$ cat config.mk
export PLATFORM = sky130hd
export DESIGN_NAME = slip_frame_decoder
export DESIGN_NICKNAME = d
export VERILOG_FILES = /design/src/rtl/core/sfd_pkg.sv /design/src/rtl/core/sfd_decoder.sv /design/src/rtl/core/slip_frame_decoder.sv
export SDC_FILE = /design/constraint.sdc
export NUM_CORES = 1
export LEC_CHECK = 0
export ABC_AREA = 1
export BUFFER_PORTS_ARGS = -buffer_cell sky130_fd_sc_hd__buf_2
export CORE_MARGIN = 3
export CORE_UTILIZATION = 53
export DETAILED_ROUTE_END_ITERATION = 6
export PLACE_DENSITY = 0.77
export SYNTH_ARGS = -nofsm -noshare
export SYNTH_HDL_FRONTEND = slang
export SYNTH_SLANG_ARGS = --single-unit
$ cat constraint.sdc
create_clock -name clk_i -period 2 [get_ports clk_i]
set_input_delay 0.2 -clock clk_i [delete_from_list [all_inputs] [get_ports clk_i]]
set_output_delay 0.2 -clock clk_i [all_outputs]
set_load 0.01 [all_outputs]
$ cat src/rtl/core/sfd_pkg.sv
// Shared types and constants for the SLIP frame decoder.
// No dependencies; imported by sfd_decoder and slip_frame_decoder.
`default_nettype none

package sfd_pkg;

  localparam logic [7:0] SlipEnd    = 8'hC0;
  localparam logic [7:0] SlipEsc    = 8'hDB;
  localparam logic [7:0] SlipEscEsc = 8'hDD;
  localparam logic [7:0] SlipEscEnd = 8'hDC;

  typedef enum logic [1:0] {
    KIND_DATA = 2'd0,
    KIND_GOOD = 2'd1,
    KIND_DROP = 2'd2
  } kind_e;

  // Framing state carried from one byte to the next.
  typedef struct packed {
    logic in_frame;
    logic escape_pending;
    logic dropping;
    logic has_bytes;
  } frame_state_t;

  // Result of decoding one byte: emit is set when a result item follows.
  typedef struct packed {
    logic       emit;
    kind_e      kind;
    logic [7:0] data;
  } result_t;

endpackage : sfd_pkg

`default_nettype wire

$ cat src/rtl/core/sfd_decoder.sv
// Framing state registers and per-byte SLIP decode logic.
// Depends on sfd_pkg.
`default_nettype none

module sfd_decoder import sfd_pkg::*; (
  input  wire logic       clk_i,
  input  wire logic       rst_ni,
  input  wire logic [7:0] byte_i,
  input  wire logic       take_i,
  output result_t         res_o
);

  frame_state_t state_q, state_d;
  result_t      res;

  always_comb begin
    state_d = state_q;
    res     = '{emit: 1'b0, kind: KIND_DATA, data: 8'h00};
    if (state_q.escape_pending && state_q.in_frame) begin
      state_d.escape_pending = 1'b0;
      if (byte_i == SlipEscEsc || byte_i == SlipEscEnd) begin
        if (!state_q.dropping) begin
          state_d.has_bytes = 1'b1;
          res.emit = 1'b1;
          res.data = (byte_i == SlipEscEsc) ? SlipEsc : SlipEnd;
        end
      end else begin
        // Bad escape: consume the byte and discard the frame.
        state_d.dropping = 1'b1;
      end
    end else if (byte_i == SlipEnd) begin
      if (state_q.in_frame && state_q.has_bytes) begin
        res.emit = 1'b1;
        res.kind = state_q.dropping ? KIND_DROP : KIND_GOOD;
      end
      state_d.in_frame       = !state_q.in_frame;
      state_d.escape_pending = 1'b0;
      state_d.dropping       = 1'b0;
      state_d.has_bytes      = 1'b0;
    end else if (byte_i == SlipEsc) begin
      if (state_q.in_frame) state_d.escape_pending = 1'b1;
    end else if (state_q.in_frame && !state_q.dropping) begin
      state_d.has_bytes = 1'b1;
      res.emit = 1'b1;
      res.data = byte_i;
    end
  end

  always_ff @(posedge clk_i or negedge rst_ni) begin
    if (!rst_ni) begin
      state_q <= '0;
    end else if (take_i) begin
      state_q <= state_d;
    end
  end

  assign res_o = res;

endmodule : sfd_decoder

`default_nettype wire

$ cat src/rtl/core/slip_frame_decoder.sv
// SLIP frame decoder top level: input register, decoder, result register.
// Depends on sfd_pkg and sfd_decoder.
//
// Usage:
//   Input channel (in_valid_i / in_ready_o / in_byte_i) takes one raw byte of
//   the SLIP stream per request. Output channel (out_valid_o / out_ready_i)
//   delivers zero or one result per byte: kind_o = data with the decoded
//   byte on data_byte_o, or a good/drop marker at a closing END with
//   data_byte_o at zero. Empty frames and out-of-frame bytes give nothing.
// Path: an accepted byte is held in the input register, decoded
//   combinationally, and its result is loaded into the result register,
//   which drives out_valid_o, kind_o and data_byte_o until it is taken.
// Throughput: one byte per cycle when not stalled, set by the single decode
//   stage between input and result registers; framing flags update that cycle.
// Stall: while the result register holds an untaken request, a byte that
//   would produce a result waits in the input register; bytes that produce
//   nothing still drain. in_ready_o drops only when both registers are full.
// Reset: asynchronous, active low; clears both valid flags and the framing
//   state, so the decoder starts outside any frame.
`default_nettype none

module slip_frame_decoder import sfd_pkg::*; (
  input  wire logic       clk_i,
  input  wire logic       rst_ni,
  input  wire logic       in_valid_i,
  output logic            in_ready_o,
  input  wire logic [7:0] in_byte_i,
  output logic            out_valid_o,
  input  wire logic       out_ready_i,
  output logic [1:0]      kind_o,
  output logic [7:0]      data_byte_o
);

  logic       s1_valid_q;
  logic [7:0] s1_byte_q;
  logic       out_valid_q;
  kind_e      out_kind_q;
  logic [7:0] out_data_q;

  result_t    res;
  logic       out_free;
  logic       s1_adv;
  logic       in_take;

  // Advance the input register when its byte gives nothing, or when the
  // result register is free to take what it gives.
  assign out_free   = !out_valid_q || out_ready_i;
  assign s1_adv     = s1_valid_q && (!res.emit || out_free);
  assign in_ready_o = !s1_valid_q || s1_adv;
  assign in_take    = in_valid_i && in_ready_o;

  sfd_decoder u_decoder (
    .clk_i  (clk_i),
    .rst_ni (rst_ni),
    .byte_i (s1_byte_q),
    .take_i (s1_adv),
    .res_o  (res)
  );

  // Input register.
  always_ff @(posedge clk_i or negedge rst_ni) begin
    if (!rst_ni) begin
      s1_valid_q <= 1'b0;
    end else if (in_take) begin
      s1_valid_q <= 1'b1;
    end else if (s1_adv) begin
      s1_valid_q <= 1'b0;
    end
  end

  always_ff @(posedge clk_i) begin
    if (in_take) s1_byte_q <= in_byte_i;
  end

  // Result register: load on a result, drop the valid once taken.
  always_ff @(posedge clk_i or negedge rst_ni) begin
    if (!rst_ni) begin
      out_valid_q <= 1'b0;
    end else if (s1_adv && res.emit) begin
      out_valid_q <= 1'b1;
    end else if (out_ready_i) begin
      out_valid_q <= 1'b0;
    end
  end

  always_ff @(posedge clk_i) begin
    if (s1_adv && res.emit) begin
      out_kind_q <= res.kind;
      out_data_q <= res.data;
    end
  end

  assign out_valid_o = out_valid_q;
  assign kind_o      = out_kind_q;
  assign data_byte_o = out_data_q;

  // A result leaving the decoder always lands in the result register.
  a_result_loaded: assert property (@(posedge clk_i) disable iff (!rst_ni)
    (s1_adv && res.emit) |=> out_valid_q)
    else $error("decoded result not captured");

  // The input side stalls only when both registers are full and blocked.
  a_stall_cause: assert property (@(posedge clk_i) disable iff (!rst_ni)
    !in_ready_o |-> (s1_valid_q && out_valid_q && !out_ready_i))
    else $error("input stalled without cause");

  // Markers carry a zero data byte.
  a_marker_zero: assert property (@(posedge clk_i) disable iff (!rst_ni)
    (out_valid_q && out_kind_q != KIND_DATA) |-> (out_data_q == 8'h00))
    else $error("marker with nonzero data byte");

  // A stalled result is never overwritten by the next one.
  a_no_overwrite: assert property (@(posedge clk_i) disable iff (!rst_ni)
    (out_valid_q && !out_ready_i) |-> !(s1_adv && res.emit))
    else $error("result register overwritten while stalled");

endmodule : slip_frame_decoder

`default_nettype wire

After elaboration in Yosys (flattened, before gate mapping)
Index checks and enable logic that the tools add are counted.
Storage, ports and cells
  bits in registers: 24
  input bits: 12
  output and inout port bits: 12
  logic and storage cells: 76
Operators by class
  equality and inequality tests: 8
  mux-type cells: 30
  bitwise logic cells: 3
  reductions and logical operators: 26
Operators by type and width (count)
  8-bit 2-to-1 mux: 6
  8-bit == test (second input constant): 4
  1-bit 2-to-1 mux: 20
  3-bit AND reduction: 3
  3-bit nonzero test: 3
  1-bit logical AND: 6
  3-bit 2-to-1 mux: 2
  2-bit != test (second input constant): 3
  2-bit nonzero test: 3
  1-bit logical NOT: 5
  5-bit 2-to-1 mux: 1
  5-bit AND reduction: 1
  1-bit logical OR: 4
  3-bit by 1-bit != test with 1-bit output (second input constant): 1
  1-bit NOT: 3
  3-bit OR reduction: 1
  2-bit 2-to-1 mux: 1

Longest topological paths before layout
  depth in word-level cells: 12
  mapped depth: 11
  depth with buffers taken out: 11

Cells and area by module
Synthesis repeated with hierarchy kept, for this count alone.
Unflattened totals
  cells, all modules: 119
  area, all modules: 1158.6 µm²
Modules (own cells, without submodules)
  slip_frame_decoder: instances 1, cells each 33, area an instance 650.6 µm², sequential area each 590.6 µm²
  sfd_decoder: instances 1, cells each 86, area an instance 508.0 µm², sequential area each 100.1 µm²

Least setup slack after synthesis
No wires, ideal clock.
  path type: reg-to-reg
  from: register s1_byte_q[4]
  to: register s1_byte_q[0] (enable)
  setup time: 0.324 ns
  arrival: 1.355 ns
  data required time: 1.676 ns
  setup slack: 0.320 ns
  cell stages (with the launch flop): 10
  path buffers: 0
  clock period less this slack: 1.680 ns
  cell sequence: edfxtp_1 > nor2_4 > nand2_2 > nor2_8 > nor2_4 > nand2_4 > nand3_4 > nand3_2 > nand2_1 > inv_1
Between the ends
  longest elaborated chain between the ends: 9
  elaborated cells on any way between the ends: 14
  those cells by class: eq/ne (4); mux (4); reduce/logical (6)
RTL lines
  start: declaration: RTL line slip_frame_decoder.sv:35  | logic [7:0] s1_byte_q;
  start signal: assignment: RTL line slip_frame_decoder.sv:72  | if (in_take) s1_byte_q <= in_byte_i;
  8-bit == test, on equally long branches: RTL line sfd_decoder.sv:40, sfd_decoder.sv:21
  1-bit 2-to-1 mux or 1-bit logical OR (tied branches): RTL line sfd_decoder.sv:40, sfd_decoder.sv:21
  1-bit 2-to-1 mux, on equally long branches: RTL line sfd_decoder.sv:31, sfd_decoder.sv:21
  1-bit 2-to-1 mux (*): RTL line sfd_decoder.sv:19  | if (state_q.escape_pending && state_q.in_frame) begin
  1-bit logical NOT (*): RTL line slip_frame_decoder.sv:48  | assign s1_adv = s1_valid_q && (!res.emit || out_free);
  1-bit logical OR (*): RTL line slip_frame_decoder.sv:48
  1-bit logical AND (*): RTL line slip_frame_decoder.sv:48
  1-bit logical OR (*): RTL line slip_frame_decoder.sv:49  | assign in_ready_o = !s1_valid_q || s1_adv;
  via in_ready_o: RTL line slip_frame_decoder.sv:26  | output logic in_ready_o,
  1-bit logical AND (*): RTL line slip_frame_decoder.sv:50  | assign in_take = in_valid_i && in_ready_o;
  via in_take: RTL line slip_frame_decoder.sv:43  | logic in_take;
The timed path passes the listed nets; every way through them passes the cells marked *.
A chain may end at the register's enable or synchronous reset.

Final worst setup path
  from: register u_decoder.state_q[3] (netlist name)
  to: output port in_ready_o
Between the ends
  longest elaborated chain between the ends: 9
  elaborated cells on any way between the ends: 12
  those cells by class: mux (5); reduce/logical (7)
RTL lines
  start: declaration: RTL line sfd_decoder.sv:13  | frame_state_t state_q, state_d;
  start signal: assignment: RTL line sfd_decoder.sv:53  | state_q <= state_d;
  1-bit logical AND: RTL line sfd_decoder.sv:42  | end else if (state_q.in_frame && !state_q.dropping) begin
  1-bit 2-to-1 mux: RTL line sfd_decoder.sv:42
  1-bit 2-to-1 mux: RTL line sfd_decoder.sv:40  | end else if (byte_i == SlipEsc) begin
  1-bit 2-to-1 mux: RTL line sfd_decoder.sv:31  | end else if (byte_i == SlipEnd) begin
  1-bit 2-to-1 mux (*): RTL line sfd_decoder.sv:19
  1-bit logical NOT (*): RTL line slip_frame_decoder.sv:48
  1-bit logical OR (*): RTL line slip_frame_decoder.sv:48
  1-bit logical AND (*): RTL line slip_frame_decoder.sv:48
  1-bit logical OR (*): RTL line slip_frame_decoder.sv:49
  end: declaration: RTL line slip_frame_decoder.sv:26
Every way passes the cells marked *; elsewhere a longest branch is shown, timed or not.

==> flow_summary.toml <==
[outcome]
outcome = "finished, final reports clean"

[hold_path]
min_delay_path_depth = 1
timing.hold.worst.class = "primary input to flop"
worstHoldStart = "in_byte_i[0]"
hold-path-endpoint = "s1_byte_q[0]"

[detailed_routing]
finalWirelength_um = 1970
routed-wl-met2_um = 919
dr_wl_met3_um = 146
num_vias = 849
drt_first_iter_violations = 24
routedLengthMet1_um = 848
drt-vias-per-instance = 5.02
routed_antenna_nets = 0
highest-signal-layer = "met4"
dr.pass1.iters = 4
remaining_drc_errors = 0
detail_route.wl_per_cell_um = 11.7

[pwr]
vdd.ir_drop.worst_mv = 0.464
power.leakage_nw = 0.703
pwr_density_cell_mw_per_mm2 = 679
report.power.total_mw = 0.948

[placed_design]
detailed_place_hpwl_um = 1570
dp_worst_setup_slack_ns = 0.197
numPortBuffers = 23
gp_congestion = 0.828

[synth]
synthesis.nets = 127
post_synth_inst_count = 115
number_of_enable_type_register_cells_in_the_synthesized_netlist = 18
seq_area_frac_synth_pct = 56.7
post-synth-top-area-fraction_pct = 44.4
synth_area_mm2 = 0.00122
synth_cell_types = 22
yosysWarningCount = 0
ys_async_rst_share_pct = 25.0
postSynthAreaPerCell_um2 = 10.6
dominantRegCellSynth = "sky130_fd_sc_hd__edfxtp_1"
postSynthRegisterBits = 24
synth.cells.most_frequent = "sky130_fd_sc_hd__nand2_1 (32), sky130_fd_sc_hd__edfxtp_1 (18), sky130_fd_sc_hd__inv_1 (12)"
synth.top_cells.by_area = "sky130_fd_sc_hd__edfxtp_1 (44%), sky130_fd_sc_hd__dfrtp_1 (12%), sky130_fd_sc_hd__nand2_1 (9.9%), sky130_fd_sc_hd__inv_1 (3.7%), sky130_fd_sc_hd__nand3_1 (2.9%)"
post-synth-top-area-cell = "sky130_fd_sc_hd__edfxtp_1"
yosysMostFrequentCell = "sky130_fd_sc_hd__nand2_1"

[floorplan]
floorplan.initialDensity_pct = 59.1
placementRows = 16
die_height_um = 54.0
core-area_mm2 = 0.00206
dieArea_mm2 = 0.00291
boundaryPins = 24
die-width_um = 54.0

[sta]
hold_slack_ns = 0.0513
post-route-worst-setup-slack_ns = 0.115
tmin_final_ns = 1.88
tightest_slew_ns = 0.332
hold_viol_final = 0
drv_slew = 0
fmaxAchievable_ghz = 0.531
setup_viol = 0
max-slew-margin-rel_pct = 77.9
fin_tns_setup_ns = 0
finalClockSkew_ns = 0.00474
layout_worst_path_cycle_share_pct = 94.2
rsz0062_at_grt = "no"

[layout]
num-nets-final = 155
share_of_layout_cells_above_drive_strength_1_pct = 35.9
area_growth_pct = 14.6
insertedDiodeCount = 0

[setup_path]
cp.arrival_ns = 1.68
timing.reg2reg.worst_path_depth = 9
worstReg2RegStart = "s1_byte_q[0]"
kind_of_end_point_of_the_critical_path = "primary output"
cp.required_ns = 1.80
critPathLaunch = "u_decoder.state_q[3]"
crit_path_max_fanout = 6
r2r_slack_ns = 0.15
crit_type = "flop to primary output"
worstSetupStartpointType = "flop"
worst_r2r_endpoint = "data_byte_o[5]"

[global_route]
antenna_violations_before_repair = 0
grt_overflow_total = 0
grt_start_max_net_pins = 14
grt.total_usage_pct = 17.0
grt_first_pass_wirelength_um = 3460
vias_in_the_first_global_route = 811

[clock_network]
cts.clk_slew.worst_paths_ns = 0.12
clock_path_buffers = 2
ctsResizeCount = 0
clock_sink_count = 24
cts_setup_buffers = 0
tritoncts = "yes"
cts_buffers = 3
ctsRootBufferMaster = "sky130_fd_sc_hd__clkbuf_4"
clock_insertion_delay_worst_skew_ns = 0.31
clock_tree.htree_level_count = 1
ctsHoldBuffers = 1

[flow_run]
maxCapViolations = 0
==> worst max path at each step <==
stage	end	slack [ns]	cells past startpoint
final	in_ready_o	0.12	7
after global routing	in_ready_o	0.004	9
after CTS	in_ready_o	0.13	7
after detailed placement	data_byte_o[6]	0.20	9
after global placement	s1_byte_q[6]	0.24	9
after floorplan	s1_byte_q[0]	0.32	9
==> metrics by stage <==
stage          cell area (µm²)  util [%]  cells
6_report                  1400      67.7    169
5_1_grt                   1400      67.7    169
4_1_cts                   1400      67.7    169
3_5_place_dp              1360      66.0    164
3_3_place_gp              1360      66.0    164
2_1_floorplan             1220         -    115
==> critical path, cell delays in order (launching register included) <==
cell and delay, ns:
sky130_fd_sc_hd__dfrtp_1 0.49, sky130_fd_sc_hd__nand2_4 0.16, sky130_fd_sc_hd__clkinv_4 0.09, sky130_fd_sc_hd__nor2_4 0.16, sky130_fd_sc_hd__nand2_4 0.10, sky130_fd_sc_hd__nand3_4 0.10, sky130_fd_sc_hd__nand3_2 0.10, sky130_fd_sc_hd__buf_2 0.17
==> logic make-up after synthesis <==
| kind of cell | count (synthesis) | share of synthesized area (%) |
|---|---|---|
| simple gates | 72 | 35.3 |
| buf+inv | 17 | 5.95 |
| flops | 24 | 56.7 |
| compound gates | 2 | 2.05 |
==> per-layer routing <==
layer	GRT usage (%)	vias to the layer above
met4	10.2	0
met1	22.8	378
met5	0	-
li1	-	425
met2	25.0	38
met3	3.88	8
==> layout by cell type, fill, tap and decap left out, drive strengths merged <==
| cell | Yosys | routed |
|---|---|---|
| nand3b | 1 | 1 |
| dfrtp | 6 | 6 |
| a21oi | 1 | 1 |
| nand2 | 39 | 39 |
| clkinv | 2 | 2 |
| buf | 1 | 23 |
| clkbuf | 0 | 4 |
| inv | 14 | 14 |
| o21ai | 1 | 1 |
| dlygate4sd3 | 0 | 1 |
| nand3 | 10 | 10 |
| nor2 | 17 | 17 |
| edfxtp | 18 | 18 |
| nand4 | 5 | 5 |
==> flip-flops by register name, summed over array words and instances, names as in the netlist <==
signal and count:
data_byte_o 8, s1_byte_q 8, u_decoder.state_q 4, kind_o 2, out_valid_o 1, s1_valid_q 1
==> area by class of cell <==
cell class              instances  area, µm²
fillers                       155        666
inverters                      16       65.1
multi-input cells              74        455
flip-flops and latches         24        691
well taps                      27       33.8
clock buffers                   4       26.3
repair buffers                 24        125
==> power by group <==
part	leakage, nW	internal, mW	switching [mW]
Combinational	0.435	0.0479	0.0801
Sequential	0.253	0.577	0.0295
Clock	0.0150	0.0780	0.136
Total	0.703	0.703	0.245
Note: power is estimated with default switching activity, not from simulation.
